<file path="src/rtl/d2t_pkg.sv">
// Shared types and constants of the density to transmittance pipeline.
// Used by every module of the block and by the stream interface instances.
package d2t_pkg;

  // Field widths.
  localparam int unsigned DensW  = 16;  // signed Q3.12 sample
  localparam int unsigned CapW   = 15;  // unsigned Q3.12 cap
  localparam int unsigned BlackW = 25;  // unsigned Q1.24 black level
  localparam int unsigned SpanW  = 32;  // unsigned Q16.16 inverse span
  localparam int unsigned TransW = 24;  // unsigned Q8.16 result
  localparam int unsigned CfgW   = 32;  // widest register
  localparam int unsigned CfgIdxW = 2;

  // Internal widths.
  localparam int unsigned YW    = 45;   // d * log2(10), Q.40
  localparam int unsigned KW    = 5;    // whole part of the exponent
  localparam int unsigned FracW = 31;   // fraction in Q1.30, signed
  localparam int unsigned PolyW = 32;   // Horner accumulator, signed Q2.30
  localparam int unsigned TW    = 25;   // transmittance before normalizing, Q1.24

  localparam int unsigned NumCoef = 6;

  localparam logic [29:0] Log2TenQ28 = 30'd891723283;

  typedef logic signed [PolyW-1:0] coef_t;
  localparam coef_t PolyCoef [NumCoef] = '{
    32'sd1433748, 32'sd10327077, 32'sd59596329,
    32'sd257941248, 32'sd744261118, 32'sd1073741824
  };

  // Register indexes of the configuration port.
  typedef enum logic [CfgIdxW-1:0] {
    CFG_DENSITY_CAP  = 2'd0,
    CFG_BLACK_LEVEL  = 2'd1,
    CFG_INVERSE_SPAN = 2'd2
  } cfg_idx_e;

  // Beat payloads of the two channels.
  typedef struct packed {
    logic signed [DensW-1:0] density;
  } sample_t;

  typedef struct packed {
    logic [TransW-1:0] transmittance;
  } result_t;

  // What one Horner cell hands to the next one.
  typedef struct packed {
    logic signed [PolyW-1:0] p;
    logic signed [FracW-1:0] f;
    logic [KW-1:0]           k;
  } poly_t;

endpackage

</file>
<file path="src/rtl/d2t_horner_cell.sv">
// One Horner step of the 2^f polynomial: p <= floor(p * f / 2^30) + coef.
// Fraction and exponent ride along to the next cell. Depends on d2t_pkg.
module d2t_horner_cell (
  input  logic             clk_i,
  input  logic             rst_ni,
  input  d2t_pkg::coef_t   coef_i,
  input  logic             valid_i,
  output logic             ready_o,
  input  d2t_pkg::poly_t   data_i,
  output logic             valid_o,
  input  logic             ready_i,
  output d2t_pkg::poly_t   data_o
);
  import d2t_pkg::*;

  logic                             v_q;
  logic                             en;
  logic signed [PolyW+FracW-1:0]    prod;
  logic signed [PolyW+FracW-1:0]    prod_sh;
  poly_t                            data_q, data_d;

  assign en      = !v_q || ready_i;
  assign ready_o = en;

  always_comb begin
    prod     = (PolyW+FracW)'(data_i.p) * (PolyW+FracW)'(data_i.f);
    prod_sh  = prod >>> 30;
    data_d   = data_i;
    data_d.p = prod_sh[PolyW-1:0] + coef_i;
  end

  always_ff @(posedge clk_i or negedge rst_ni) begin
    if (!rst_ni) begin
      v_q <= 1'b0;
    end else if (en) begin
      v_q <= valid_i;
    end
  end

  always_ff @(posedge clk_i) begin
    if (en && valid_i) data_q <= data_d;
  end

  assign valid_o = v_q;
  assign data_o  = data_q;

  // With |f| <= 1/2 and positive coefficients the accumulator stays positive.
  a_poly_positive : assert property (@(posedge clk_i) disable iff (!rst_ni)
    valid_o |-> !data_q.p[PolyW-1])
    else $error("Horner accumulator went negative");

endmodule

</file>
<file path="config.mk">
export PLATFORM = sky130hd
export DESIGN_NAME = d2t_horner_cell
export DESIGN_NICKNAME = d
export VERILOG_FILES = /design/src/rtl/d2t_pkg.sv /design/src/rtl/d2t_horner_cell.sv
export SDC_FILE = /design/constraint.sdc
export NUM_CORES = 2
export LEC_CHECK = 0
export BUFFER_PORTS_ARGS = -buffer_cell sky130_fd_sc_hd__buf_2
export CAP_MARGIN = 10
export CORE_MARGIN = 1
export CORE_UTILIZATION = 55
export CTS_CLUSTER_DIAMETER = 80
export DETAILED_ROUTE_END_ITERATION = 10
export PLACE_DENSITY = 0.78
export RECOVER_POWER = 100
export SYNTH_ARGS = -nofsm -noshare
export SYNTH_HDL_FRONTEND = slang
export SYNTH_SLANG_ARGS = --single-unit
</file>
<file path="constraint.sdc">
create_clock -name clk_i -period 2.4 [get_ports clk_i]
set_input_delay 0.36 -clock clk_i [delete_from_list [all_inputs] [get_ports clk_i]]
set_output_delay 0.36 -clock clk_i [all_outputs]
set_load 0.01 [all_outputs]
</file>
==> results.tsv <==
metric	value	unit
outcome	complete, but fails checks	
violations	negative setup slack	
critPathSlowestCell	clkbuf_1	
yosysWarnings	0	
critPathRequiredTime	2550	ps
cpPeakStageDelay	840	ps
dpl_cell_area	0.0424	mm2
grt_max_degree	69	
critPathKind	input port to flop	
timing.fmax	109	MHz
wirelength	104000	um
dp_cells	5220	
drtIter0Drc	1805	
instances_no_fill	5276	
path_clk_slew	80	ps
clock-root-buffer	clkbuf_16	
num_rows	95	
via_per_inst	5.41	
grt_pass1_vias	32267	
core	0.0673	mm2
antenna_found_initial	5	
grt_overflow	0	
io_pins	174	
yosysTopAreaCell	fa_1	
yosysMostFrequentCell	inv_1	
cp-end-kind	flop	
r2r_end	data_o[15]	
synth_top_area_frac	0.554	
cp-start-kind	input port	
start_util	0.557	
syn_avg_cell_area	9.55	um2
max-clock-path-buffers	2	
crit_path_start	data_i[35]	
numPortBuffers	173	
cts_sinks	69	
num-nets-final	5750	
rsz0062_at_grt	true	
min_delay_path_depth	1	
synth_area	0.0375	mm2
tritoncts	yes	
ys.flop_type	edfxtp_1	
clkLatencyLatePin	400	ps
max_slew_margin	0.189	
final_area	0.0436	mm2
worst_slew_pin_slew	1220	ps
min_period	9200	ps
crit_end	data_o[66]	
setup_violations	32	
worstRegToRegCells	3	
async_reset_ff_frac	0.0145	
path_max_fanout	12	
grt_pass1_wl	168000	um
synth_cell_types	53	
ff2ff_setup_slack	450	ps
synth_cells	3928	
finalClockSkew	19.1	ps
ant_nets	0	
dp_hpwl	89400	um
die_h	263	um
cts.htree.levels	3	
crit_arrival	9350	ps
synth_fp_nets	5281	
synth_edf_count	68	
wire_per_inst	19.8	um
dieArea	0.0692	mm2
max_cap_viol_count	0	
remaining_drc_errors	0	
yosysSeqAreaShare	0.0551	
hold_viol	0	
die_x	263	um
period_share	3.83	
yosys-top-cells-area	fa_1 (55%), inv_1 (10%), and2_1 (7.1%)	
gp_congestion	0.959	
maxSlewViolCount	0	
synth_seq_cells	69	
setup_slack	-6800	ps
dr.pass1.iters	8	
track_usage	0.317	
area_growth	16.3	%
setup-tns-final	-197730	ps
hold_class	input port to flop	
ys_top_cells_by_count	inv_1 (1039), fa_1 (1038), nand2_1 (567)	
crit_top_cell	fa_1	
reg2reg_from	valid_o	
cts_made_buffers	9	
num_vias	28542	
drive_above_1_share	0.160	
critical path, delay by kind of cell:
family          cells  cell delay (ps)
buf+inv             3              950
xor+xnor            2              290
compound gates     12             2080
fa+ha+maj          10             4610
simple gates        6             1030
flip-flops by register name, indices dropped and copies added, names as in the netlist:
name and count:
data_o 68, valid_o 1
cells in the final DEF, fill, tap and decap left out, types with 4 or more instances in the layout:
cell,netlist,final
a21o_1,33,33
a21oi_1,59,39
a21oi_2,0,15
a21oi_4,0,5
a31oi_1,11,7
a31oi_4,0,4
and2_1,424,416
and2_4,0,7
and3_1,5,5
buf_12,0,23
buf_2,0,71
buf_4,0,423
buf_6,0,44
clkbuf_1,194,81
clkbuf_16,0,9
clkbuf_4,0,6
edfxtp_1,68,68
fa_1,1038,1017
fa_2,0,21
ha_1,211,204
ha_4,0,4
inv_1,1039,1031
inv_2,0,8
nand2_1,567,566
nand2b_1,24,24
nand3_1,10,8
nand4_1,11,11
nor2_1,22,19
nor2b_1,27,25
nor3_1,13,7
nor3_2,0,5
o21a_1,4,4
o21ai_0,28,18
o21ai_1,5,8
o21ai_2,0,5
o21bai_1,9,8
xnor2_1,55,53
xor2_1,24,24
per-layer routing:
metal | routed length [um] | global-route usage | part of all wire
met2 | 53800 | 0.558 | 0.52
met4 | 8380 | 0.201 | 0.080
met1 | 34900 | 0.359 | 0.33
met3 | 7290 | 0.0531 | 0.070
met5 | 33 | 0 | 0.00032
cell type report:
type,instances,area (um2)
Fill cell,5189,23600
Sequential cell,69,2070
Tap cell,873,1090
Timing Repair Buffer,652,4910
Clock inverter,7,73.8
Antenna cell,1,2.50
Inverter,1039,3900
Multi-Input combinational cell,2626,31400
Clock buffer,9,225
stage by stage:
step / util / hold slack (ps) / worst slack [ps]
floorplan: - / 64.4 / -6510
global placement: 0.630 / 134 / -7180
detailed placement: 0.630 / 136 / -7410
CTS: 0.642 / 127 / -6680
global route: 0.649 / 129 / -7180
finish: 0.649 / 136 / -6800
cell families after synthesis:
group,after synthesis,synth area share
adders and majority gates,1249,0.624
buffers and inverters,1233,0.123
and+or+nand+nor,1117,0.147
AOI/OAI and AO/OA,180,0.0312
xor gates and xnor gates,80,0.0191
DFF,69,0.0551
repair_timing:
action | CTS | global route
pin swaps | 69 | 52
endpoints found under the setup margin | 32 | 32
endpoints found under the hold margin | 1 | 0
gates resized for setup | 104 | 77
setup buffers | 11 | 27
hold buffers | 1 | 0
gates cloned | 1 | 0
worst min-delay path by stage:
stage	from	to	slack [ps]
final	data_i[0]	data_o[0]	140
after global routing	data_i[2]	data_o[2]	130
after CTS	data_i[0]	data_o[0]	130
after detailed placement	rst_ni	valid_o	140
after global placement	rst_ni	valid_o	130
after floorplan	rst_ni	valid_o	60
Power is left out: the tool's default activity adds up to more than one toggle a clock period on the data nets, which glitch-free logic cannot reach.
