File: src/rtl/d2t_pkg.sv
// Shared types and constants of the density to transmittance pipeline.
// Used by every module of the block and by the stream interface instances.
package d2t_pkg;

  // Field widths.
  localparam int unsigned DensW  = 16;  // signed Q3.12 sample
  localparam int unsigned CapW   = 15;  // unsigned Q3.12 cap
  localparam int unsigned BlackW = 25;  // unsigned Q1.24 black level
  localparam int unsigned SpanW  = 32;  // unsigned Q16.16 inverse span
  localparam int unsigned TransW = 24;  // unsigned Q8.16 result
  localparam int unsigned CfgW   = 32;  // widest register
  localparam int unsigned CfgIdxW = 2;

  // Internal widths.
  localparam int unsigned YW    = 45;   // d * log2(10), Q.40
  localparam int unsigned KW    = 5;    // whole part of the exponent
  localparam int unsigned FracW = 31;   // fraction in Q1.30, signed
  localparam int unsigned PolyW = 32;   // Horner accumulator, signed Q2.30
  localparam int unsigned TW    = 25;   // transmittance before normalizing, Q1.24

  localparam int unsigned NumCoef = 6;

  localparam logic [29:0] Log2TenQ28 = 30'd891723283;

  typedef logic signed [PolyW-1:0] coef_t;
  localparam coef_t PolyCoef [NumCoef] = '{
    32'sd1433748, 32'sd10327077, 32'sd59596329,
    32'sd257941248, 32'sd744261118, 32'sd1073741824
  };

  // Register indexes of the configuration port.
  typedef enum logic [CfgIdxW-1:0] {
    CFG_DENSITY_CAP  = 2'd0,
    CFG_BLACK_LEVEL  = 2'd1,
    CFG_INVERSE_SPAN = 2'd2
  } cfg_idx_e;

  // Beat payloads of the two channels.
  typedef struct packed {
    logic signed [DensW-1:0] density;
  } sample_t;

  typedef struct packed {
    logic [TransW-1:0] transmittance;
  } result_t;

  // What one Horner cell hands to the next one.
  typedef struct packed {
    logic signed [PolyW-1:0] p;
    logic signed [FracW-1:0] f;
    logic [KW-1:0]           k;
  } poly_t;

endpackage

File: src/rtl/d2t_range_reduce.sv
// Front stages: density clamp, scaling by log2(10) and split of the exponent
// into a whole shift and a fraction. Depends on d2t_pkg.
module d2t_range_reduce (
  input  logic                      clk_i,
  input  logic                      rst_ni,
  input  logic                      valid_i,
  output logic                      ready_o,
  input  logic signed [15:0]        density_i,
  input  logic [14:0]               cap_i,
  output logic                      valid_o,
  input  logic                      ready_i,
  output d2t_pkg::poly_t            data_o
);
  import d2t_pkg::*;

  localparam int unsigned Stages = 3;
  localparam logic signed [FracW-1:0] FracLim = 31'sd536870912;

  logic [Stages-1:0] v_q;
  logic [Stages-1:0] en;

  logic [CapW-1:0]         d_q, d_d;
  logic [YW-1:0]           y_q, y_d;
  logic [YW-1:0]           ysum;
  logic signed [40:0]      neg_frac;
  logic signed [40:0]      f_shift;
  logic [KW-1:0]           k_q, k_d;
  logic signed [FracW-1:0] f_q, f_d;

  // A stage moves when it is empty or its successor moves.
  assign en[Stages-1] = !v_q[Stages-1] || ready_i;
  assign en[1]        = !v_q[1] || en[2];
  assign en[0]        = !v_q[0] || en[1];
  assign ready_o      = en[0];

  always_comb begin
    if (density_i[DensW-1]) begin
      d_d = '0;
    end else if (density_i[CapW-1:0] > cap_i) begin
      d_d = cap_i;
    end else begin
      d_d = density_i[CapW-1:0];
    end
    y_d = YW'(d_q) * YW'(Log2TenQ28);
    // k = round(y); the low 40 bits of y + 1/2 less 1/2 is y - k.
    ysum     = y_q + (YW'(1) << 39);
    k_d      = ysum[44:40];
    neg_frac = $signed({2'b01, 39'd0}) - $signed({1'b0, ysum[39:0]});
    f_shift  = neg_frac >>> 10;
    f_d      = f_shift[FracW-1:0];
  end

  always_ff @(posedge clk_i or negedge rst_ni) begin
    if (!rst_ni) begin
      v_q <= '0;
    end else begin
      if (en[0]) v_q[0] <= valid_i;
      if (en[1]) v_q[1] <= v_q[0];
      if (en[2]) v_q[2] <= v_q[1];
    end
  end

  always_ff @(posedge clk_i) begin
    if (en[0] && valid_i) d_q <= d_d;
    if (en[1] && v_q[0])  y_q <= y_d;
    if (en[2] && v_q[1]) begin
      k_q <= k_d;
      f_q <= f_d;
    end
  end

  assign valid_o  = v_q[Stages-1];
  assign data_o.p = PolyCoef[0];
  assign data_o.f = f_q;
  assign data_o.k = k_q;

  // The largest capped density gives an exponent of about 26.6.
  a_k_range : assert property (@(posedge clk_i) disable iff (!rst_ni)
    valid_o |-> (k_q <= 5'd27))
    else $error("exponent shift out of range");

  a_frac_range : assert property (@(posedge clk_i) disable iff (!rst_ni)
    valid_o |-> (f_q <= FracLim && f_q >= -FracLim))
    else $error("fraction outside one half");

endmodule

File: config.mk
export PLATFORM = sky130hd
export DESIGN_NAME = d2t_range_reduce
export DESIGN_NICKNAME = d
export VERILOG_FILES = /design/src/rtl/d2t_pkg.sv /design/src/rtl/d2t_range_reduce.sv
export SDC_FILE = /design/constraint.sdc
export NUM_CORES = 1
export LEC_CHECK = 0
export BUFFER_PORTS_ARGS = -buffer_cell sky130_fd_sc_hd__buf_2
export CAP_MARGIN = 10
export CORE_MARGIN = 2
export CORE_UTILIZATION = 45
export CTS_CLUSTER_SIZE = 25
export DETAILED_ROUTE_END_ITERATION = 6
export HOLD_SLACK_MARGIN = 0.15
export PLACE_DENSITY_LB_ADDON = 0.3
export SETUP_SLACK_MARGIN = 0.4
export SLEW_MARGIN = 20
export SYNTH_ARGS = -nofsm -noshare
export SYNTH_HDL_FRONTEND = slang
export SYNTH_SLANG_ARGS = --single-unit
File: constraint.sdc
create_clock -name clk_i -period 5.9 [get_ports clk_i]
set_input_delay 0.885 -clock clk_i [delete_from_list [all_inputs] [get_ports clk_i]]
set_output_delay 0.885 -clock clk_i [all_outputs]
set_load 0.005 [all_outputs]
==> impl_metrics.tcl <==
set metrics [dict create \
    slew-limit-headroom 0.2829 \
    status "complete, no violations" \
    drive_gt1_frac 0.2403 \
    synthDistinctLibCells 60 \
    ant_nets 0 \
    holdWs_ps 299.4 \
    initial_utilization 0.4604 \
    synth-compound-area-share 0.08305 \
    r2r_end "y_q[44]" \
    synth_adder_area_share 0.4281 \
    hold_path.class "in2async" \
    tightest_slew_ps 1076 \
    crit_type "reg2reg" \
    finalHoldViolCount 0 \
    post-route-drc-count 0 \
    synth_top_family_by_area "adder cells" \
    drv_cap 0 \
    place_inst 1510 \
    slew_violations 0 \
    gr-total-overflow 0 \
    top_level_ports 105 \
    fmax_ghz 0.1828 \
    ys_seq_area_frac 0.2536 \
    die-area_um2 27220 \
    wire_per_inst_um 17.17 \
    clk_pin_slew_worst_paths_ps 80 \
    reg2reg_depth 20 \
    async_flop_share 0.03030 \
    crit_fanout 4 \
    post-dp-hpwl_mm 22.13 \
    cts_made_buffers 9 \
    antenna_cells 0 \
    grt_pass1_wl_mm 41.43 \
    critPathRequiredTime_ps 6010 \
    synthXorXnorAreaFrac 0.05333 \
    drt-initial-drc-count 371 \
    grt_max_degree 46 \
    syn-cell-area_um2 11660 \
    startpoint "d_q[13]" \
    ys.flop_type "edfxtp_1" \
    setup_viol 0 \
    area_growth_pct 20.59 \
    syn_avg_cell_area_um2 10.90 \
    clk_path_buf_depth 2 \
    place_congestion 0.9837 \
    min_period_over_period 0.9271 \
    synth_cells 1070 \
    die_x_um 165.0 \
    layout_common_cells "inv_1, ha_1, fa_1" \
    synth-simple-area-share 0.07886 \
    clk-insertion-delay-late_ps 370 \
    core_area_um2 25330 \
    final_nets 1591 \
    layout_min_cycle_time_ps 5470 \
    r2r_start "d_q[13]" \
    htreeDepth 3 \
    synth_edf_count 96 \
    synth_seq_cells 99 \
    dr.pass1.iters 4 \
    rsz0062_at_grt "yes" \
    crit_arrival_ps 5580 \
    grt_pass1_vias 8049 \
    cp-end-kind "flip-flop" \
    routed_wl_mm 26.89 \
    rows 58 \
    antenna_found_initial 0 \
    cp-start-kind "flip-flop" \
    synth_mux_area_frac 0.01373 \
    grtUsageTotal 0.2012 \
    io_buffer_count 72 \
    skew_ps 18.34 \
    cts_root_buf "clkbuf_16" \
    ys_warn_count 0 \
    vias 7955 \
    stdcell_count 1566 \
    cts_tree "yes" \
    die_h_um 165.0 \
    final_common_cell "inv_1" \
    cts-hold-fix-buffers 0 \
    via_per_inst 5.080 \
    clock_sinks 99 \
    regToRegSetupSlack_ps 430 \
]
==> critical path, cell delays in order, from the launching register on <==
cell,delay [ps]
edfxtp_1,460
buf_4,170
buf_4,140
ha_1,250
or2_4,300
fa_1,500
fa_1,540
inv_1,50
fa_1,550
inv_1,60
ha_1,340
ha_4,320
nand3_4,110
nor2_4,160
a311oi_2,60
nor4b_2,320
buf_4,180
o2111ai_4,150
o31a_1,310
o21ai_2,150
xnor2_1,70
==> timing repair <==
| item | in CTS | in global routing |
|---|---|---|
| setup buffers | 18 | 23 |
| pin swaps | 32 | 83 |
| resized for setup | 55 | 94 |
| endpoints found under the setup margin | 19 | 23 |
==> worst max-delay path by stage <==
| stage | to | slack, ps |
|---|---|---|
| after global placement | y_q[44] | -110 |
| final | y_q[44] | 430 |
| after floorplan | y_q[44] | 400 |
| after detailed placement | y_q[44] | -130 |
| after CTS | y_q[29] | 340 |
| after global routing | y_q[43] | 270 |
==> per-layer routing <==
| layer | GRT usage | share of wire |
|---|---|---|
| met1 | 0.2702 | 0.45 |
| met2 | 0.3319 | 0.48 |
| met3 | 0.02511 | 0.041 |
| met4 | 0.07984 | 0.031 |
| met5 | 0 | 0 |
==> stage by stage <==
stage               worst slack (ps)  setup TNS, ps  utilization  area [um2]
floorplan                      400.6              0            -       11770
CTS                            343.5              0       0.5294       13410
detailed placement            -130.3         -130.3       0.4995       12650
global placement              -114.4         -114.4       0.4995       12650
global route                   272.7              0       0.5552       14060
finish                         430.1              0       0.5552       14060
==> cell families (layout without fill, tap and decap cells) <==
family                     Yosys count  in the layout
AOI/OAI and AO/OA                  149            149
xor gates and xnor gates            71             71
adders and majority gates          324            324
buffers and inverters              243            379
DFF                                 99             99
muxes                               16             16
other                                2             32
and+or+nand+nor                    166            166
==> state kept, by name, summed over array words and instances (netlist names) <==
name  flops
v_q       3
y_q      45
k_q       5
f_q      31
d_q      15
==> synth_stat cells (11+ instances only) <==
cell      count  area, um2
a21o_1       33      247.7
a21oi_1      39      195.2
a31oi_1      13      81.33
buf_4        32      240.2
edfxtp_1     96       2883
fa_1        125       2502
ha_1        199       2490
inv_1       201      754.5
mux2i_1      16      160.2
nand2_1      23      86.33
nand3_1      21      105.1
nand4_1      11      68.82
nor2_1       48      180.2
o21ai_0      24      120.1
xnor2_1      43      376.6
xor2_1       28      245.2
==> area by class of cell <==
cell class | count | area, um2
Multi-Input combinational cell | 758 | 8579
Tap cell | 330 | 412.9
Clock buffer | 9 | 225.2
Fill cell | 2135 | 11260
Timing Repair Buffer | 163 | 1066
Inverter | 201 | 757.0
Sequential cell | 99 | 2958
Clock inverter | 6 | 63.81
Power is not shown: default switching activity piles up to over one toggle a cycle in this logic, so the estimate is an artifact.
