$ cat src/rtl/d2t_pkg.sv
// Shared types and constants of the density to transmittance pipeline.
// Used by every module of the block and by the stream interface instances.
package d2t_pkg;

  // Field widths.
  localparam int unsigned DensW  = 16;  // signed Q3.12 sample
  localparam int unsigned CapW   = 15;  // unsigned Q3.12 cap
  localparam int unsigned BlackW = 25;  // unsigned Q1.24 black level
  localparam int unsigned SpanW  = 32;  // unsigned Q16.16 inverse span
  localparam int unsigned TransW = 24;  // unsigned Q8.16 result
  localparam int unsigned CfgW   = 32;  // widest register
  localparam int unsigned CfgIdxW = 2;

  // Internal widths.
  localparam int unsigned YW    = 45;   // d * log2(10), Q.40
  localparam int unsigned KW    = 5;    // whole part of the exponent
  localparam int unsigned FracW = 31;   // fraction in Q1.30, signed
  localparam int unsigned PolyW = 32;   // Horner accumulator, signed Q2.30
  localparam int unsigned TW    = 25;   // transmittance before normalizing, Q1.24

  localparam int unsigned NumCoef = 6;

  localparam logic [29:0] Log2TenQ28 = 30'd891723283;

  typedef logic signed [PolyW-1:0] coef_t;
  localparam coef_t PolyCoef [NumCoef] = '{
    32'sd1433748, 32'sd10327077, 32'sd59596329,
    32'sd257941248, 32'sd744261118, 32'sd1073741824
  };

  // Register indexes of the configuration port.
  typedef enum logic [CfgIdxW-1:0] {
    CFG_DENSITY_CAP  = 2'd0,
    CFG_BLACK_LEVEL  = 2'd1,
    CFG_INVERSE_SPAN = 2'd2
  } cfg_idx_e;

  // Beat payloads of the two channels.
  typedef struct packed {
    logic signed [DensW-1:0] density;
  } sample_t;

  typedef struct packed {
    logic [TransW-1:0] transmittance;
  } result_t;

  // What one Horner cell hands to the next one.
  typedef struct packed {
    logic signed [PolyW-1:0] p;
    logic signed [FracW-1:0] f;
    logic [KW-1:0]           k;
  } poly_t;

endpackage

$ cat src/rtl/d2t_scale.sv
// Back stages: 2^-k shift with rounding, black level subtraction, scaling
// by the inverse span and saturation into the output register. Uses d2t_pkg.
module d2t_scale (
  input  logic               clk_i,
  input  logic               rst_ni,
  input  logic               valid_i,
  output logic               ready_o,
  input  d2t_pkg::poly_t     data_i,
  input  logic [24:0]        black_i,
  input  logic [31:0]        span_i,
  output logic               valid_o,
  input  logic               ready_i,
  output logic [23:0]        trans_o
);
  import d2t_pkg::*;

  localparam int unsigned Stages = 4;
  localparam int unsigned ProdW  = TW + SpanW;
  localparam int unsigned SumW   = 34;

  logic [Stages-1:0] v_q;
  logic [Stages-1:0] en;

  logic [PolyW-2:0]  p_pos;
  logic [5:0]        sh;
  logic [SumW-1:0]   rnd;
  logic [SumW-1:0]   tsum;
  logic [SumW-1:0]   tshift;
  logic [TW-1:0]     t_q, t_d;
  logic [TW-1:0]     diff_q, diff_d;
  logic [ProdW-1:0]  prod_q, prod_d;
  logic [TransW-1:0] out_q, out_d;

  assign en[3]   = !v_q[3] || ready_i;
  assign en[2]   = !v_q[2] || en[3];
  assign en[1]   = !v_q[1] || en[2];
  assign en[0]   = !v_q[0] || en[1];
  assign ready_o = en[0];

  always_comb begin
    p_pos  = data_i.p[PolyW-1] ? '0 : data_i.p[PolyW-2:0];
    sh     = 6'(data_i.k) + 6'd6;
    rnd    = SumW'(1) << (sh - 6'd1);
    tsum   = SumW'(p_pos) + rnd;
    tshift = tsum >> sh;
    t_d    = tshift[TW-1:0];
    diff_d = (t_q > black_i) ? (t_q - black_i) : '0;
    prod_d = ProdW'(diff_q) * ProdW'(span_i);
    out_d  = (|prod_q[ProdW-1:48]) ? {TransW{1'b1}} : prod_q[47:24];
  end

  always_ff @(posedge clk_i or negedge rst_ni) begin
    if (!rst_ni) begin
      v_q <= '0;
    end else begin
      if (en[0]) v_q[0] <= valid_i;
      if (en[1]) v_q[1] <= v_q[0];
      if (en[2]) v_q[2] <= v_q[1];
      if (en[3]) v_q[3] <= v_q[2];
    end
  end

  always_ff @(posedge clk_i) begin
    if (en[0] && valid_i) t_q    <= t_d;
    if (en[1] && v_q[0])  diff_q <= diff_d;
    if (en[2] && v_q[1])  prod_q <= prod_d;
    if (en[3] && v_q[2])  out_q  <= out_d;
  end

  assign valid_o = v_q[3];
  assign trans_o = out_q;

endmodule

$ cat config.mk
export PLATFORM = sky130hd
export DESIGN_NAME = d2t_scale
export DESIGN_NICKNAME = d
export VERILOG_FILES = /design/src/rtl/d2t_pkg.sv /design/src/rtl/d2t_scale.sv
export SDC_FILE = /design/constraint.sdc
export NUM_CORES = 2
export LEC_CHECK = 0
export ABC_AREA = 0
export BUFFER_PORTS_ARGS = -buffer_cell sky130_fd_sc_hd__buf_2
export CAP_MARGIN = 20
export CORE_ASPECT_RATIO = 0.5
export CORE_MARGIN = 2
export CORE_UTILIZATION = 55
export CTS_BUF_LIST = sky130_fd_sc_hd__clkbuf_8
export DETAILED_ROUTE_END_ITERATION = 7
export GPL_ROUTABILITY_DRIVEN = 0
export PLACE_DENSITY = 0.73
export SYNTH_ARGS = -nofsm -noshare
export SYNTH_HDL_FRONTEND = slang
export SYNTH_SLANG_ARGS = --single-unit
export TNS_END_PERCENT = 10
$ cat constraint.sdc
create_clock -name clk_i -period 11 [get_ports clk_i]
set_clock_uncertainty 0.1 [all_clocks]
set_input_delay 0.55 -clock clk_i [delete_from_list [all_inputs] [get_ports clk_i]]
set_output_delay 0.55 -clock clk_i [all_outputs]
set_load 0.02 [all_outputs]
==> impl_metrics.yaml <==
run_status:
  status: "finished clean"
route:
  drtIter0Drc: 1738
  wirelength_mm: 87.9
  ant_nets: 0
  viasPerCell: 5.69
  vias: 25858
  drtPass1Iterations: 6
  post_drt_wl_per_cell_um: 19.3
  drc: 0
clock_network:
  clkLatencyLatePin_ps: 430
  clockBufferDepth: 2
  cts-hold-fix-buffers: 1
  clk_pin_slew_ps: 140
  cts_made_buffers: 9
  cts.sinks: 111
  cts-root-buf: "clkbuf_8"
  postCtsSetupBuffers: 0
  cts.repair.resized: 0
  cts_tree: "built"
  h-tree-depth: 3
synthesis:
  synthesis.nets: 4806
  synth_edf_count: 107
  synth_area_leader_cell: "fa_1"
  yosysSeqAreaShare: 0.0987
  synthTopCellsByArea: "fa_1 41%, edfxtp_1 9.6%, ha_1 9.2%"
  syn_inst: 3744
  syn_area_mm2: 0.0336
  yosys_warnings: 0
  ys_types: 82
  postSynthAreaPerCell_um2: 8.97
  yosys.area.top_type_share: 0.410
  synth.most_common_cell: "inv_1"
  ys_top_cells_by_count: "781 x inv_1, 687 x fa_1, 466 x nand2_1"
  postSynth.asyncResetShare: 0.0360
  ys.flop_type: "edfxtp_1"
  synth-seq-cells: 111
setup_path:
  cp-startpoint: "diff_q[4]$_SDFFCE_PP0P_"
  crit_slowest_cell: "edfxtp_1"
  max_stage_delay_ps: 780
  cp-start-kind: "flop"
  crit_type: "flop to flop"
  cp_data_required_time_ps: 11150
  crit_fanout: 23
  worstReg2RegStart: "diff_q[4]$_SDFFCE_PP0P_"
  cpMostUsedCell: "fa_1"
  cp-end-kind: "flop"
  reg2reg_depth: 26
  r2r_end: "prod_q[45]$_DFFE_PP_"
  cp.arrival_ps: 8650
  ff2ff_setup_slack_ps: 2490
timing:
  rsz0062_at_grt: "no"
  relSlewSlack: 0.234
  tightest_slew_ps: 1150
  finalHoldViolCount: 0
  min_period_over_period: 0.773
  finalSetupViolations: 0
  slew_viol_final: 0
  max_freq_ghz: 0.118
  fin_crit_ps: 8510
  finalSetupTns_ps: 0
floorplan:
  die_x_um: 353
  rows: 63
  num_io_pins: 155
  die-area_mm2: 0.0632
  core_mm2: 0.0598
  start_util: 0.561
  dieHeight_um: 179
global_routing:
  grt_overflow: 0
  grt_pass1_vias: 27471
  grt_max_degree: 47
  grt_pass1_wl_mm: 142
  track_usage: 0.288
  antenna_found_initial: 0
run:
  drv_cap: 0
placement:
  dpl_cell_area_mm2: 0.0348
  place_hpwl_mm: 66.0
  io_buffers: 123
finish:
  fin_area_mm2: 0.0351
  area_growth_syn_to_layout_pct: 4.38
  drive_gt1_frac: 0.0614
  layout.nets: 4789
hold_path:
  hold_path_class: "input pin to flop"
  min_from: "valid_i"
  min_path_cells: 2
  hold_end: "v_q[0]$_DFFE_PN0N_"
==> stage by stage <==
stage,setup WS [ps],std cells,utilization,hold WS (ps)
finish,2490,4545,0.586,207
global route,1930,4544,0.586,207
CTS,2520,4542,0.585,186
detailed placement,2600,4525,0.581,260
global placement,2600,4524,0.581,257
floorplan,3810,3744,-,154
==> metal layers <==
metal,routed length [µm],share of wire,vias to the layer above,track usage
met5,0,0,-,0
met4,3400,0.039,0,0.110
met3,6360,0.072,245,0.0462
met2,45100,0.51,1029,0.529
met1,33100,0.38,13151,0.342
li1,-,-,11433,-
==> sequential cells by signal (all words and copies together) (netlist names) <==
signal	cells
diff_q	25
prod_q	33
t_q	25
trans_o	24
v_q	4
==> placed cells by master, fill, tap and decap left out, types with 6 or more instances in the layout <==
cell      netlist  final
inv_1         781    781
fa_1          687    687
nand2_1       466    466
and2_1        428    428
ha_1          246    246
nor2_1        136    136
buf_2           1    123
edfxtp_1      107    107
a21oi_1        91     91
o21ai_0        53     53
nor3_1         51     51
nor2b_1        50     49
xnor2_1        38     38
a21o_1         36     36
nand3_1        30     30
buf_4           0     29
xor2_1         27     27
or2_2          27     27
a211oi_1       21     21
o211ai_1       21     21
a31oi_1        19     19
nand2b_1       17     17
nand4_1        16     16
o21ai_1        16     16
mux2i_1        15     15
o21a_1         13     13
o21bai_1       13     13
and3_1         11     11
or3_1           9      9
clkbuf_8        0      9
nor4_1          8      8
a211o_1         8      8
o22ai_1         8      8
a22oi_1         6      6
==> worst max path at each step <==
stage / endpoint / slack (ps) / depth (start not counted)
after CTS: prod_q[45]$_DFFE_PP_ / 2520 / 26
after global placement: prod_q[45]$_DFFE_PP_ / 2600 / 25
after global routing: prod_q[45]$_DFFE_PP_ / 1930 / 26
final: prod_q[45]$_DFFE_PP_ / 2490 / 26
after detailed placement: prod_q[45]$_DFFE_PP_ / 2600 / 26
after floorplan: prod_q[44]$_DFFE_PP_ / 3810 / 25
==> layout make-up <==
type	count	area, µm²
Multi-Input combinational cell	2664	26600
Fill cell	5206	24800
Sequential cell	111	3310
Inverter	785	2950
Tap cell	812	1020
Timing Repair Buffer	156	926
Clock buffer	9	124
Clock inverter	7	93.8
Antenna cell	1	2.50
==> cell families (layout without fill, tap and decap cells) <==
family / Yosys count / after routing / synth area share
AND/OR/NAND/NOR: 1267 / 1267 / 0.189
adder cells (fa/ha/maj): 933 / 933 / 0.501
AO/OA/AOI/OAI: 375 / 375 / 0.0762
other: 0 / 1 / 0
buffers and inverters: 969 / 957 / 0.109
flip-flops: 111 / 111 / 0.0987
multiplexers: 24 / 24 / 0.00917
XOR/XNOR: 65 / 65 / 0.0170
==> worst max-delay path: cells and delay by family (launching register included) <==
kind	cells	cell delay, ps
compound gates	6	1550
fa+ha+maj	8	3820
buf+inv	7	910
flops	1	780
simple gates	5	1140
Power is not shown: default switching activity piles up to over one toggle a cycle in this logic, so the estimate is an artifact.
